<file path="config.mk">
export PLATFORM = sky130hd
export DESIGN_NAME = vt100_escape_parser
export DESIGN_NICKNAME = d
export VERILOG_FILES = /design/src/vtp_pkg.sv /design/src/vtp_decode.sv /design/src/vt100_escape_parser.sv
export SDC_FILE = /design/constraint.sdc
export NUM_CORES = 1
export LEC_CHECK = 0
export ABC_AREA = 1
export BUFFER_PORTS_ARGS = -buffer_cell sky130_fd_sc_hd__buf_2
export CAP_MARGIN = 20
export CORE_ASPECT_RATIO = 1.2
export CORE_UTILIZATION = 45
export CTS_CLUSTER_DIAMETER = 50
export DETAILED_ROUTE_END_ITERATION = 8
export PLACE_DENSITY = 0.75
export SLEW_MARGIN = 10
export SYNTH_ARGS = -nofsm -noshare
export SYNTH_HDL_FRONTEND = slang
export SYNTH_SLANG_ARGS = --single-unit
</file>
<file path="constraint.sdc">
create_clock -name clk -period 4.9 [get_ports clk]
set_input_delay 0.98 -clock clk [delete_from_list [all_inputs] [get_ports clk]]
set_output_delay 0.98 -clock clk [all_outputs]
set_load 0.05 [all_outputs]
</file>
<file path="src/vtp_pkg.sv">
package vtp_pkg;

    // Display command codes
    typedef enum logic [3:0] {
        CMD_NONE    = 4'd0,
        CMD_SAVE    = 4'd1,
        CMD_RESTORE = 4'd2,
        CMD_HIDE    = 4'd3,
        CMD_SHOW    = 4'd4,
        CMD_CURSOR  = 4'd5,
        CMD_SCROLL  = 4'd6,
        CMD_COLORS  = 4'd7,
        CMD_CLS     = 4'd8,
        CMD_CLL     = 4'd9
    } cmd_t;

    // Character codes
    localparam logic [7:0] CH_0  = 8'h30;
    localparam logic [7:0] CH_2  = 8'h32;
    localparam logic [7:0] CH_5  = 8'h35;
    localparam logic [7:0] CH_7  = 8'h37;
    localparam logic [7:0] CH_8  = 8'h38;
    localparam logic [7:0] CH_9  = 8'h39;
    localparam logic [7:0] CH_QM = 8'h3F;
    localparam logic [7:0] CH_UA = 8'h41;
    localparam logic [7:0] CH_UH = 8'h48;
    localparam logic [7:0] CH_UJ = 8'h4A;
    localparam logic [7:0] CH_UK = 8'h4B;
    localparam logic [7:0] CH_UZ = 8'h5A;
    localparam logic [7:0] CH_LA = 8'h61;
    localparam logic [7:0] CH_LH = 8'h68;
    localparam logic [7:0] CH_LL = 8'h6C;
    localparam logic [7:0] CH_LM = 8'h6D;
    localparam logic [7:0] CH_LR = 8'h72;
    localparam logic [7:0] CH_LZ = 8'h7A;

    // SGR color parameter values
    localparam logic [7:0] SGR_REVERSE  = 8'd7;
    localparam logic [7:0] SGR_NORMAL   = 8'd27;
    localparam logic [7:0] SGR_FG_BLACK = 8'd30;
    localparam logic [7:0] SGR_FG_WHITE = 8'd37;
    localparam logic [7:0] SGR_FG_DEF   = 8'd39;
    localparam logic [7:0] SGR_BG_BLACK = 8'd40;
    localparam logic [7:0] SGR_BG_WHITE = 8'd47;
    localparam logic [7:0] SGR_BG_DEF   = 8'd49;

    localparam logic [2:0] PRIV_LEN = 3'd3;
    localparam logic [2:0] PRIV_MAX = 3'd7;
    localparam logic [1:0] PIDX_MAX = 2'd2;

    // Parser state apart from the byte position
    typedef struct packed {
        logic [7:0] first_body_char;
        logic       private_mode;
        logic [2:0] private_progress;
        logic       hide_match;
        logic       show_match;
        logic [7:0] param_first;
        logic [7:0] param_second;
        logic [1:0] param_index;
        logic [7:0] saved_x;
        logic [7:0] saved_y;
    } parse_state_t;

    // One result word
    typedef struct packed {
        cmd_t       command;
        logic       seq_end;
        logic [7:0] new_col;
        logic [7:0] new_row;
        logic [7:0] scroll_top;
        logic [7:0] scroll_bottom;
        logic       set_fg;
        logic       fg_white;
        logic       set_bg;
        logic       bg_white;
    } result_t;

    // Clear sequence state, keep the saved cursor
    function automatic parse_state_t clear_seq(parse_state_t s);
        parse_state_t r;
        r                  = s;
        r.first_body_char  = 8'd0;
        r.private_mode     = 1'b0;
        r.private_progress = 3'd0;
        r.hide_match       = 1'b1;
        r.show_match       = 1'b1;
        r.param_first      = 8'd0;
        r.param_second     = 8'd0;
        r.param_index      = 2'd0;
        return r;
    endfunction

    function automatic logic [7:0] dec_sat(logic [7:0] v);
        return (v != 8'd0) ? 8'(v - 8'd1) : 8'd0;
    endfunction

    // Expected bytes of "25l" / "25h" after '?'
    function automatic logic [7:0] hide_char(logic [1:0] k);
        logic [7:0] c;
        unique case (k)
            2'd0:    c = CH_2;
            2'd1:    c = CH_5;
            default: c = CH_LL;
        endcase
        return c;
    endfunction

    function automatic logic [7:0] show_char(logic [1:0] k);
        logic [7:0] c;
        unique case (k)
            2'd0:    c = CH_2;
            2'd1:    c = CH_5;
            default: c = CH_LH;
        endcase
        return c;
    endfunction

endpackage

</file>
<file path="src/vtp_decode.sv">
module vtp_decode
    import vtp_pkg::*;
#(
    parameter int BUF_DEPTH = 16
)
(
    input  logic [$clog2(BUF_DEPTH+1)-1:0] pos,
    input  parse_state_t                   st,
    input  logic [7:0]                     seq_byte,
    input  logic [7:0]                     cur_x,
    input  logic [7:0]                     cur_y,
    output logic [$clog2(BUF_DEPTH+1)-1:0] pos_next,
    output parse_state_t                   st_next,
    output result_t                        res
);

    localparam int POS_W = $clog2(BUF_DEPTH+1);

    logic       priv;
    logic       is_let;
    logic       is_dig;
    logic       at_end;
    logic [7:0] digit;
    logic [7:0] p0;
    logic [7:0] p1;

    assign is_let = ((seq_byte >= CH_LA) && (seq_byte <= CH_LZ)) ||
                    ((seq_byte >= CH_UA) && (seq_byte <= CH_UZ));
    assign is_dig = (seq_byte >= CH_0) && (seq_byte <= CH_9);
    assign digit  = 8'(seq_byte - CH_0);
    assign priv   = (pos == POS_W'(2)) ? (seq_byte == CH_QM) : st.private_mode;
    assign at_end = (st.private_progress == 3'd2);
    assign p0     = dec_sat(st.param_first);
    assign p1     = dec_sat(st.param_second);

    // Per-byte state update and result
    always_comb
    begin
        res      = '0;
        st_next  = st;
        pos_next = pos;
        if (pos >= POS_W'(BUF_DEPTH))
        begin
            // overflow: discard the sequence
            st_next     = clear_seq(st);
            pos_next    = '0;
            res.seq_end = 1'b1;
        end
        else if (pos == '0)
        begin
            pos_next = POS_W'(1);
        end
        else if (pos == POS_W'(1))
        begin
            pos_next = POS_W'(2);
            if (seq_byte == CH_7)
            begin
                st_next         = clear_seq(st);
                st_next.saved_x = cur_x;
                st_next.saved_y = cur_y;
                pos_next        = '0;
                res.command     = CMD_SAVE;
                res.seq_end     = 1'b1;
            end
            else if (seq_byte == CH_8)
            begin
                st_next     = clear_seq(st);
                pos_next    = '0;
                res.command = CMD_RESTORE;
                res.seq_end = 1'b1;
                res.new_col = st.saved_x;
                res.new_row = st.saved_y;
            end
        end
        else if (is_let)
        begin
            // terminator
            st_next     = clear_seq(st);
            pos_next    = '0;
            res.seq_end = 1'b1;
            if (priv)
            begin
                if (st.hide_match && at_end && seq_byte == CH_LL)
                    res.command = CMD_HIDE;
                else if (st.show_match && at_end && seq_byte == CH_LH)
                    res.command = CMD_SHOW;
            end
            else
            begin
                unique case (seq_byte)
                    CH_UH:
                    begin
                        res.command = CMD_CURSOR;
                        res.new_col = p1;
                        res.new_row = p0;
                    end
                    CH_LR:
                    begin
                        res.command       = CMD_SCROLL;
                        res.new_col       = p0;
                        res.scroll_top    = p0;
                        res.scroll_bottom = p1;
                    end
                    CH_LM:
                    begin
                        res.command = CMD_COLORS;
                        unique case (st.param_first)
                            SGR_REVERSE:
                            begin
                                res.set_fg   = 1'b1;
                                res.set_bg   = 1'b1;
                                res.bg_white = 1'b1;
                            end
                            SGR_NORMAL:
                            begin
                                res.set_fg   = 1'b1;
                                res.fg_white = 1'b1;
                                res.set_bg   = 1'b1;
                            end
                            SGR_FG_BLACK:
                                res.set_fg = 1'b1;
                            SGR_FG_WHITE, SGR_FG_DEF:
                            begin
                                res.set_fg   = 1'b1;
                                res.fg_white = 1'b1;
                            end
                            SGR_BG_BLACK, SGR_BG_DEF:
                                res.set_bg = 1'b1;
                            SGR_BG_WHITE:
                            begin
                                res.set_bg   = 1'b1;
                                res.bg_white = 1'b1;
                            end
                            default: ;
                        endcase
                    end
                    CH_UJ:
                        if (st.first_body_char == CH_2)
                            res.command = CMD_CLS;
                    CH_UK:
                        if (st.first_body_char == CH_2)
                            res.command = CMD_CLL;
                    default: ;
                endcase
            end
        end
        else
        begin
            // body byte
            pos_next = POS_W'(pos + 1'b1);
            if (pos == POS_W'(2))
            begin
                st_next.first_body_char = seq_byte;
                st_next.private_mode    = priv;
            end
            else if (priv)
            begin
                if (st.private_progress < PRIV_LEN)
                begin
                    if (seq_byte != hide_char(st.private_progress[1:0]))
                        st_next.hide_match = 1'b0;
                    if (seq_byte != show_char(st.private_progress[1:0]))
                        st_next.show_match = 1'b0;
                end
                else
                begin
                    st_next.hide_match = 1'b0;
                    st_next.show_match = 1'b0;
                end
                if (st.private_progress < PRIV_MAX)
                    st_next.private_progress = 3'(st.private_progress + 3'd1);
            end
            // parameter accumulation, times ten by shift and add
            if (is_dig)
            begin
                if (st.param_index == 2'd0)
                    st_next.param_first = 8'((st.param_first << 3) +
                                             (st.param_first << 1) + digit);
                else if (st.param_index == 2'd1)
                    st_next.param_second = 8'((st.param_second << 3) +
                                              (st.param_second << 1) + digit);
            end
            else if (st.param_index < PIDX_MAX)
            begin
                st_next.param_index = 2'(st.param_index + 2'd1);
            end
        end
    end

endmodule

</file>
<file path="src/vt100_escape_parser.sv">
// Flow: a word accepted on the seq channel is held in the input register and
//   decoded from it; its result word is held in the result register for cmd.
//   While cmd stalls a waiting result, that result holds.
// Throughput: one word per cycle unless cmd stalls; state updates once per word.
// Reset (rst_n low, asynchronous): both channels empty, parser state cleared,
//   saved cursor set to (0, 0).
module vt100_escape_parser
    import vtp_pkg::*;
#(
    parameter int BUF_DEPTH = 16
)
(
    input  logic       clk,
    input  logic       rst_n,
    input  logic       seq_valid,
    output logic       seq_stall,
    input  logic [7:0] seq_byte,
    input  logic [7:0] cur_x,
    input  logic [7:0] cur_y,
    output logic       cmd_valid,
    input  logic       cmd_stall,
    output logic [3:0] command,
    output logic       seq_end,
    output logic [7:0] new_col,
    output logic [7:0] new_row,
    output logic [7:0] scroll_top,
    output logic [7:0] scroll_bottom,
    output logic       set_fg,
    output logic       fg_white,
    output logic       set_bg,
    output logic       bg_white
);

    localparam int POS_W = $clog2(BUF_DEPTH+1);

    logic             in_vld_reg;
    logic [7:0]       byte_reg;
    logic [7:0]       cx_reg;
    logic [7:0]       cy_reg;
    logic [POS_W-1:0] pos_reg;
    logic [POS_W-1:0] pos_next;
    parse_state_t     st_reg;
    parse_state_t     st_next;
    result_t          res_next;
    result_t          res_reg;
    logic             out_vld_reg;
    logic             out_free;
    logic             advance;
    logic             in_take;

    // Handshake
    assign out_free  = !out_vld_reg || !cmd_stall;
    assign advance   = in_vld_reg && out_free;
    assign seq_stall = in_vld_reg && !out_free;
    assign in_take   = seq_valid && !seq_stall;

    // Input register
    always_ff @(posedge clk or negedge rst_n)
    begin
        if (!rst_n)
            in_vld_reg <= 1'b0;
        else if (in_take)
            in_vld_reg <= 1'b1;
        else if (advance)
            in_vld_reg <= 1'b0;
    end

    always_ff @(posedge clk)
    begin
        if (in_take)
        begin
            byte_reg <= seq_byte;
            cx_reg   <= cur_x;
            cy_reg   <= cur_y;
        end
    end

    vtp_decode #(
        .BUF_DEPTH (BUF_DEPTH)
    ) u_decode (
        .pos      (pos_reg),
        .st       (st_reg),
        .seq_byte (byte_reg),
        .cur_x    (cx_reg),
        .cur_y    (cy_reg),
        .pos_next (pos_next),
        .st_next  (st_next),
        .res      (res_next)
    );

    // Parser state
    always_ff @(posedge clk or negedge rst_n)
    begin
        if (!rst_n)
        begin
            pos_reg <= '0;
            st_reg  <= clear_seq('0);
        end
        else if (advance)
        begin
            pos_reg <= pos_next;
            st_reg  <= st_next;
        end
    end

    // Result register
    always_ff @(posedge clk or negedge rst_n)
    begin
        if (!rst_n)
            out_vld_reg <= 1'b0;
        else if (advance)
            out_vld_reg <= 1'b1;
        else if (!cmd_stall)
            out_vld_reg <= 1'b0;
    end

    always_ff @(posedge clk)
    begin
        if (advance)
            res_reg <= res_next;
    end

    assign cmd_valid     = out_vld_reg;
    assign command       = res_reg.command;
    assign seq_end       = res_reg.seq_end;
    assign new_col       = res_reg.new_col;
    assign new_row       = res_reg.new_row;
    assign scroll_top    = res_reg.scroll_top;
    assign scroll_bottom = res_reg.scroll_bottom;
    assign set_fg        = res_reg.set_fg;
    assign fg_white      = res_reg.fg_white;
    assign set_bg        = res_reg.set_bg;
    assign bg_white      = res_reg.bg_white;

endmodule

</file>
==> impl_results.md, run 1 <==
- Status: complete, no violations
- IO buf count: 70
- Synthesized Nets: 858
- Crit path capture type: flip-flop
- Worst ir drop on vdd: 0.2804 mV
- Tmin final: 2.777 ns
- Total number of vias: 5575
- Max incr delay on CP: 0.50 ns
- Final Hold Vio Count: 0
- F_max: 360.2 MHz
- CTS tree: done
- Least-Margin Pin Slew: 0.7655 ns
- Full die area: ~16000 um2
- Register area: roughly 3300 um2
- Root buf cell: clkbuf_16
- Crit-path slowest cell: edfxtp_1
- Clock-pin slew on the worst setup and hold paths: 0.06 ns
- Die Y: 138.0 um
- Avg WL per Cell: 15.02 um
- Critical setup path kind: flip-flop to flip-flop
- Share of cells above drive strength 1: 0.1689
- R2R setup slack: 2.12 ns
- Sequential share of the synthesized area: 0.4805
- Most common cell in the netlist: nand2_1
- Top cells by area, synth: edfxtp_1 (28%), dfrtp_1 (19%), nand2_1 (11%), ha_1 (6.7%), nor2_1 (4.7%)
- Cell Pwr Density: 556.9 nW/um2
- Post-route setup TNS: 0 ns
- Global-route congestion overflow total: 0
- Number of distinct library cells after synthesis: 42
- Adder-cell share of the synthesized area: 0.09567
- Period utilisation layout: 0.5666
- Synth top area share: 0.2816
- I/O pin count: 71
- Final slew viol count: 0
- Row cnt: 49
- CP arrival: 3.13 ns
- CP max FO: 8
- Final WS setup: 2.124 ns
- XOR/XNOR share of the synthesized area: 0.02401
- CP most frequent cell: nand2_1
- ANT cells: 0
- Final WL: 16220 um
- # fillers: about 1300
- Core area: between 15000 and 20000 um2
- Post-synth EDFFs: 65
- Compound-Gate Fraction of Synth Area: 0.05126
- Worst relative slew slack: 0.4897
- Layout area overhead: 16.34%
- Worst setup SP type: flip-flop
- Post-DRT Antenna Nets: 0
- Multi-input gate area: between 3000 and 4000 um2
- Syn Inst Count: 783
- Hold Crit Depth: 1
- Reg-to-reg endpoint: st_reg[33]
- Worst r2r path cells: 13
- Async set or reset register ratio after synthesis: 0.4583
- Cell Area, Placed: 7496 um2
- # DRC: 0
- Hold Path Class: flip-flop to flip-flop
- CP Cell Sequence: ha_1 > xnor2_1 > fa_1 > ha_1 > nand2_1 > nor2_1 > nand2_1 > o211ai_1 > nand3b_1 > nand2_1 > nor2_1 > nand2_1 > nand2_1
- Syn Area/Cell: a little under 9 um2
- Largest family of logic cells by synthesized area: simple AND/OR/NAND/NOR gates
- Initial drt markers: 401
- Yosys Warn Count: 0
- Max FFs per register: 48
- Final #Nets: 938
- Hold-fix buffers, CTS: 0
- Hold WS: 0.4516 ns
- Setup Skew: approximately 0.010 ns
- WP buf/inv: 0
- Synth area leader: edfxtp_1
- Hold Crit Start: cy_reg[6]
- Leakage: 3.781 nW
- Postcts setup bufs: 0
- Critical R2R Launch: byte_reg[5]
- Commonest cells post-synth: nand2_1 (212), nor2_1 (87), inv_1 (84), edfxtp_1 (65), nand3_1 (55)
- CP delay by family, top: adder cells
- Vias in the first global route: roughly 5400
- Via density: 5.162
- CP required: 5.26 ns
- GP Congestion: approximately 0.88
- Top FF cell, synth: edfxtp_1
- Synthesized flop and latch total: 120
- Most used routing layer: met2
- Post-Syn Area: 6932 um2
- Synth Area in Simple Gates: 0.2641
- Max_cap viols: 0
- RSZ-0062 raised after global routing: false
- Initial Util: 0.4615
- GR Layer Usage met2: 0.3732
- Num CTS Buffers: 17
- GRT met3 Usage: 0.03453
- Total track usage: 0.2194
- H-tree Lvls: 4
- Hold EP: st_reg[6]
- CTS sink cnt: 120
- Post-CTS resize count: 0
- Met1 Track Usage GR: 0.2572
- Post-route cell area: just over 8000 um2
- Die width: ~120 um
- Pre-CTS WS: 2.223 ns
- TritonRoute pass-1 iters: 5
- Max clock buf depth: 2
- Initial antenna violation count: 0
- Largest net degree at the start of global routing: 56
- Post-DP HPWL: 11690 um
- Setup violators final: 0
- Multiplexer share of the synthesized area: 0.02599
- Skew-Pair Late Insertion Delay: 0.42 ns
- First-pass GRT wire length: 26050 um
==> cell type report <==
cell class | count | area share
tap | 204 | 0.03165
clock buffer | 18 | 0.05322
timing repair buffer | 75 | 0.04903
multi-input combinational | 562 | 0.3972
inverter | 87 | 0.04050
sequential | 120 | 0.4130
clock inverter | 14 | 0.01536
==> logic make-up after synthesis <==
logic type	Yosys count
AND/OR/NAND/NOR	416
flip-flops	120
buffers and inverters	101
AO/OA/AOI/OAI	64
adder cells (fa/ha/maj)	47
XOR/XNOR	19
multiplexers	16
==> worst max path at each step <==
stage                 end        start  depth (start not counted)  slack, ns
2_1_floorplan  pos_reg[3]    cmd_stall                          7       1.66
3_5_place_dp   st_reg[25]  byte_reg[5]                         11       2.22
4_1_cts        st_reg[33]  byte_reg[5]                         13       2.15
3_3_place_gp   st_reg[25]  byte_reg[5]                         11       2.27
6_report       st_reg[33]  byte_reg[5]                         13       2.12
5_1_grt        st_reg[33]  byte_reg[4]                         13       1.92
==> power breakdown <==
part,internal [mW],switching [mW],leakage (nW)
clock,0.698,0.477,0.265
combinational,0.595,1.30,2.14
sequential,1.24,0.176,1.38
==> cells in the final DEF, fill, tap and decap left out, types with 2 or more instances in the layout <==
cell	n
buf_2	70
mux2_1	10
inv_6	4
mux2_2	6
inv_1	84
o211ai_1	2
a21oi_1	31
nand2_1	212
inv_2	3
xor2_1	9
clkinvlp_4	3
nor2_2	10
fa_1	10
buf_4	4
nand4_1	10
o22ai_1	2
clkinv_2	3
nor2_4	6
o31ai_1	2
nor2_1	86
o21ai_1	2
nor4_1	4
xnor2_1	10
edfxtp_1	65
dfrtp_1	53
nor3_1	14
nand3b_1	5
ha_1	37
dfstp_2	2
or2_2	4
clkbuf_16	17
o21ai_0	20
nand2_2	6
nand3_1	55
clkinv_4	2
==> through the flow <==
| step | power [mW] | utilization | instances |
|---|---|---|---|
| global route | 4.814 | 0.5369 | 1080 |
| global placement | 3.250 | 0.4990 | 1047 |
| finish | 4.491 | 0.5369 | 1080 |
| detailed placement | 3.286 | 0.4990 | 1047 |
| CTS | 4.482 | 0.5359 | 1079 |
| floorplan | 2.826 | - | 783 |
==> metal layers <==
metal / part of all wire / vias up / routed length, um
li1: - / 2731 / -
met1: 0.40 / 2585 / 6560
met2: 0.50 / 205 / 8178
met3: 0.050 / 54 / 803
met4: 0.042 / 0 / 674
met5: 0 / - / 0
Power figures use the tool's default switching activity.
==> run 2, diff against run 1 <==
- PLACE_DENSITY: 0.75 -> 0.77
- clock period: 4.9 -> 2.5 ns (I/O delays scaled with it)
==> run 2 against run 1 <==
  * The flow now finishes with violations (negative setup slack)
  * Clock skew fell by 0.0019 ns
  * Die area did not move
  * Final cell count rose by 2.4%
  * Utilization rose by 2.4 points
  * Sequential share of layout area fell by 1.8 points
  * Critical path type unchanged
  * Largest power group unchanged
==> impl_results.md, run 2 (same netlist as run 1, synthesis figures left out) <==
- Status: finished with violations
- Failing checks: negative setup slack
- GP Congestion: 0.9536 (+8.2%)
- Die Y: 138.0 um (unchanged)
- First-pass GRT wire length: 27180 um (+4.3%)
- Final Hold Vio Count: 0 (unchanged)
- Max_cap viols: 0 (unchanged)
- Worst setup SP type: flip-flop
- CP Cell Sequence: ha_2 > xnor2_4 > fa_1 > ha_1 > nand2_1 > nor2_1 > nand2_1 > o211ai_1 > nand3b_1 > nand2_1 > nor2_1 > nand2_1 > nand2_1
- Skew-Pair Late Insertion Delay: 0.43 ns (about the same)
- Met3 routed WL: 1030 um (+28%)
- Total track usage: 0.2266 (+0.007181)
- Tmin final: 2.667 ns (-0.1090 ns)
- R2R setup slack: -0.17 ns (-2.29 ns)
- Hold-fix buffers, CTS: 0 (unchanged)
- Most frequent cells in the layout: nand2_1 (210), nor2_1 (85), inv_1 (82), buf_2 (70), edfxtp_1 (65)
- Worst ir drop on vdd: 0.5876 mV (+110%)
- Die width: 115.3 um (unchanged)
- Leakage: 3.943 nW (+4.3%)
- Post-DP HPWL: 12020 um (+2.9%)
- Initial drt markers: 488 (+22%)
- Full die area: 15910 um2 (unchanged)
- Max FFs per register: 48 (unchanged)
- Met2 WL: 9093 um (+11%)
- Vias in the first global route: 5674 (+5.3%)
- Uppermost layer routed: met4
- Initial Util: 0.4615 (unchanged)
- CTS tree: done
- Setup Skew: 0.008585 ns (-0.001894 ns)
- IO buf count: 70 (unchanged)
- Post-route cell area: 8432 um2 (+4.6%)
- Final WL: 17520 um (+8.0%)
- CP arrival: 3.03 ns (-0.10 ns)
- TritonRoute pass-1 iters: 5 (unchanged)
- Total number of vias: 5780 (+3.7%)
- Cell Pwr Density: 1127 nW/um2 (+100%)
- Multi-input gate area: 3321 um2 (+3.7%)
- CP delay by family, top: adder cells
- Row cnt: 49 (unchanged)
- Met1 WL: 6724 um (+2.5%)
- Cell Area, Placed: 7696 um2 (+2.7%)
- I/O pin count: 71 (unchanged)
- # DRC: 0 (unchanged)
- Final Util: 0.5613 (+0.02449)
- F_max: 374.9 MHz (+4.1%)
- Hold Path Class: input port to async pin
- WP buf/inv: 0 (unchanged)
- Setup violators final: 2 (+2)
- CP max FO: 3 (-5)
- CP required: 2.86 ns (-2.40 ns)
- Num CTS Buffers: 17 (unchanged)
- Register area: 3331 um2 (unchanged)
- Final WS setup: -0.1675 ns (-2.291 ns)
- Critical setup path kind: flip-flop to flip-flop
- Period utilisation layout: 1.067 (+0.5004)
- Avg WL per Cell: 15.84 um (+5.5%)
- CP most frequent cell: nand2_1
- Most common cell after layout, fill and taps aside: nand2_1
- # fillers: 1260 (-5.2%)
- Clock-pin slew on the worst setup and hold paths: 0.06 ns (about the same)
- Max incr delay on CP: 0.46 ns (-0.04 ns)
- Layout area overhead: 21.64%
- CTS sink cnt: 120 (unchanged)
- Initial antenna violation count: 0 (unchanged)
- Root buf cell: clkbuf_16
- Largest net degree at the start of global routing: 45 (-20%)
- Post-DRT Antenna Nets: 0 (unchanged)
- Core area: 15020 um2 (unchanged)
- Share of cells above drive strength 1: 0.2106 (+0.04169)
- Global-route congestion overflow total: 0 (unchanged)
- Crit path capture type: flip-flop
- H-tree Lvls: 4 (unchanged)
- Worst relative slew slack: 0.5273 (+0.03759)
- Max clock buf depth: 2 (unchanged)
- Final slew viol count: 0 (unchanged)
- Cells after DPL: 1072 (+2.4%)
- Final #Nets: 964 (+2.8%)
- Non-filler cells, final: 1106 (+2.4%)
- RSZ-0062 raised after global routing: true
- Least-Margin Pin Slew: 0.7091 ns (-0.05638 ns)
- ANT cells: 0 (unchanged)
- Crit-path slowest cell: fa_1
- Via density: 5.226 (+1.2%)
run 2: changes by cell type in the layout (fill, tap and decap cells not counted), sizes merged:
cell and change:
buf +26, clkbuf -1, clkinvlp -1, clkinv -1, bufinv +1, inv +2
run 2: path summary, 6_finish.rpt:
path                            depth (start not counted)    endpoint         from
max in group asynchronous                               2  st_reg[35]        rst_n
worst min register to register                          1  st_reg[12]    cx_reg[4]
worst max register to register                         13  st_reg[25]  byte_reg[4]
worst max-delay path                                   13  st_reg[25]  byte_reg[4]
min in group clk                                        1   cx_reg[0]     cur_x[0]
worst min-delay path                                    1  st_reg[10]        rst_n
run 2: cell type report:
cell class,count,share of cell area
Sequential cell,120,0.3950
Multi-Input combinational cell,562,0.3938
Timing Repair Buffer,101,0.07152
Clock buffer,17,0.05045
Inverter,87,0.03903
Tap cell,204,0.03027
Clock inverter,15,0.01988
run 2: per-stage QoR:
stage	hold WS, ns	worst slack (ns)	TNS (ns)	total power, mW
finish	0.1236	-0.1675	-0.2325	9.506
detailed placement	0.4526	0.02427	0	6.618
floorplan	0.2044	0.01304	0	5.537
global route	0.1774	-0.2681	-1.637	10.10
global placement	0.4398	0.07348	0	6.524
CTS	0.1403	0.005489	0	9.180
run 2: routing by layer:
metal  GRT usage  up-vias
met5           0        -
met4      0.1291        0
met3     0.04065       68
met2      0.3926      219
met1      0.2645     2711
li1            -     2782
run 2: timing repair:
item	in CTS	in global routing
resized for setup	2	19
cloned	0	0
pin swaps	0	13
setup endpoints to repair	2	28
setup buffers	0	3
run 2: report_power, final:
part           switching (mW)  total, mW  internal, mW
logic                    2.83       4.31          1.48
registers               0.292       2.73          2.43
clock network           0.982       2.47          1.49
total                    4.11       9.51          5.40
==> run 3, diff against run 2 <==
- CORE_UTILIZATION: 45 -> 60
- PLACE_DENSITY: 0.77 -> 0.92
- clock period: 2.5 -> 2.6 ns (I/O delays scaled with it)
==> run 3 against run 2 <==
  * The run now ends clean
  * Routed wire length increased by 9.7%
  * Clock skew decreased by 0.00069 ns
  * Sequential cell count unchanged
  * Largest power group unchanged
  * Power decreased by 2.0%
  * Critical path type unchanged
  * First-iteration DRC count increased by 26%
  * Combinational power decreased by 0.9%
  * Die area decreased by 25%
  * Count of clock-buffer cells in the layout increased by 1
  * Fmax increased by 5.1%
  * Via count increased by 9.6%
  * Register-to-register slack improved by 0.23 ns
==> impl_results.md, run 3 (same netlist as run 1, synthesis figures left out) <==
- Least-Margin Pin Slew: 0.5209 ns (-0.1883 ns)
- Full die area: 11990 um2 (-25%)
- Initial Util: 0.6222 (+0.1607)
- Max clock buf depth: 2 (unchanged)
- CTS tree: done
- Post-route cell area: 8300 um2 (-1.6%)
- Setup violators final: 0 (-2)
- Cells after DPL: 1014 (-5.4%)
- Crit path capture type: flip-flop
- Final slew viol count: 0 (unchanged)
- Largest net degree at the start of global routing: 42 (-6.7%)
- F_max: 393.9 MHz (+5.1%)
- Die Y: 119.7 um (-13%)
- Share of cells above drive strength 1: 0.2062 (-0.004400)
- Worst setup SP type: flip-flop
- ANT cells: 0 (unchanged)
- CP max FO: 6 (+3)
- Initial antenna violation count: 0 (unchanged)
- Final WS setup: 0.06132 ns (+0.2288 ns)
- I/O pin count: 71 (unchanged)
- CP arrival: 2.85 ns (-0.18 ns)
- R2R setup slack: 0.06 ns (+0.23 ns)
- Reg-to-reg endpoint: st_reg[32]
- GP Congestion: 0.9835 (+3.1%)
- Via density: 6.028 (+15%)
- Hold-fix buffers, CTS: 0 (unchanged)
- Cell Pwr Density: 1122 nW/um2 (-0.48%)
- Post-route setup TNS: 0 ns (+0.2325 ns)
- Non-filler cells, final: 1051 (-5.0%)
- Vias in the first global route: 6237 (+9.9%)
- Worst r2r path cells: 12 (-1)
- Avg WL per Cell: 18.29 um (+15%)
- Hold WS: 0.06516 ns (-0.05841 ns)
- Tmin final: 2.539 ns (-0.1288 ns)
- Initial drt markers: 614 (+26%)
- Root buf cell: clkbuf_16
- Period utilisation layout: 0.9764 (-0.09058)
- Total number of vias: 6335 (+9.6%)
- Most common cell after layout, fill and taps aside: nand2_1
- Most frequent cells in the layout: nand2_1 (211), nor2_1 (86), inv_1 (82), buf_2 (70), edfxtp_1 (65)
- Global-route congestion overflow total: 0 (unchanged)
- Die width: 100.1 um (-13%)
- Post-DP HPWL: 12020 um (about the same)
- Status: complete, no violations
- CP required: 2.91 ns (+0.05 ns)
- # DRC: 0 (unchanged)
- # fillers: 700 (-44%)
- Max_cap viols: 0 (unchanged)
- Post-DRT Antenna Nets: 0 (unchanged)
- Layout area overhead: 19.75%
- Final Hold Vio Count: 0 (unchanged)
- First-pass GRT wire length: 30220 um (+11%)
- Final WL: 19230 um (+9.7%)
- CTS sink cnt: 120 (unchanged)
- Critical R2R Launch: byte_reg[4]
- Setup Skew: 0.007891 ns (-0.0006937 ns)
- Row cnt: 42 (-14%)
- Max FFs per register: 48 (unchanged)
- Num CTS Buffers: 17 (unchanged)
- Hold Path Class: input port to async pin
- Total track usage: 0.3323 (+0.1057)
- Core area: 11140 um2 (-26%)
- Clock-pin slew on the worst setup and hold paths: 0.06 ns (about the same)
- Leakage: 3.897 nW (-1.2%)
- H-tree Lvls: 4 (unchanged)
- Skew-Pair Late Insertion Delay: 0.43 ns (about the same)
- RSZ-0062 raised after global routing: true
- Cell Area, Placed: 7574 um2 (-1.6%)
- Worst ir drop on vdd: 0.6064 mV (+3.2%)
- Pre-CTS WS: 0.07581 ns (+0.05153 ns)
- Critical setup path kind: flip-flop to flip-flop
- IO buf count: 70 (unchanged)
- TritonRoute pass-1 iters: 8 (+3)
- Worst relative slew slack: 0.6501 (+0.1228)
- Final #Nets: 959 (-0.52%)
==> run 3: where the power goes <==
group          internal, mW  switching [mW]  leakage, nW
Sequential             2.34           0.306         1.38
Combinational          1.40            2.87         2.24
Clock                  1.44           0.960        0.278
==> run 3: critical path, cell delays in order (launching register included) <==
cell and delay, ns:
edfxtp_1 0.39, buf_4 0.18, inv_2 0.08, ha_4 0.22
fa_2 0.60, ha_4 0.23, nand2_1 0.06, nor2_1 0.05
a211oi_2 0.26, xor2_1 0.17, nor2_1 0.06, nand2_1 0.06
nand2_1 0.06
==> run 3: repair_timing <==
item,4_1_cts,5_1_grt
pin swaps,0,6
endpoints found under the setup margin,1,21
gates cloned,0,1
buffers inserted,0,4
resized for setup,1,16
==> run 3: layout make-up <==
class                   instances  area, um2  area share
flip-flops and latches        120       3331      0.4013
clock buffers                  18      429.2     0.05170
well taps                     154      192.7     0.02321
repair buffers                 95      550.5     0.06632
inverters                      87      326.6     0.03934
multi-input cells             563       3306      0.3983
clock inverters                14      165.2     0.01990
==> run 3: stage by stage <==
step / power (mW) / utilization
after floorplan: 5.324 / -
after global placement: 6.142 / 0.6798
after detailed placement: 6.288 / 0.6798
after CTS: 8.844 / 0.7336
after global routing: 9.789 / 0.7451
final: 9.313 / 0.7451
==> run 3: worst max-delay path by stage <==
stage / startpoint / endpoint / cells after the start
after floorplan: byte_reg[4] / st_reg[25] / 11
after global placement: byte_reg[5] / st_reg[25] / 11
after detailed placement: byte_reg[5] / st_reg[25] / 13
after CTS: byte_reg[5] / st_reg[33] / 13
after global routing: byte_reg[4] / st_reg[25] / 14
final: byte_reg[4] / st_reg[32] / 12
==> run 3: metal layers <==
metal  routed length [um]  GRT usage  vias up
li1                     -          -     2773
met1                 6685     0.3791     2921
met2                 9435     0.5531      493
met3                 1803    0.08445      148
met4                 1303     0.2101        0
met5                    0          0        -
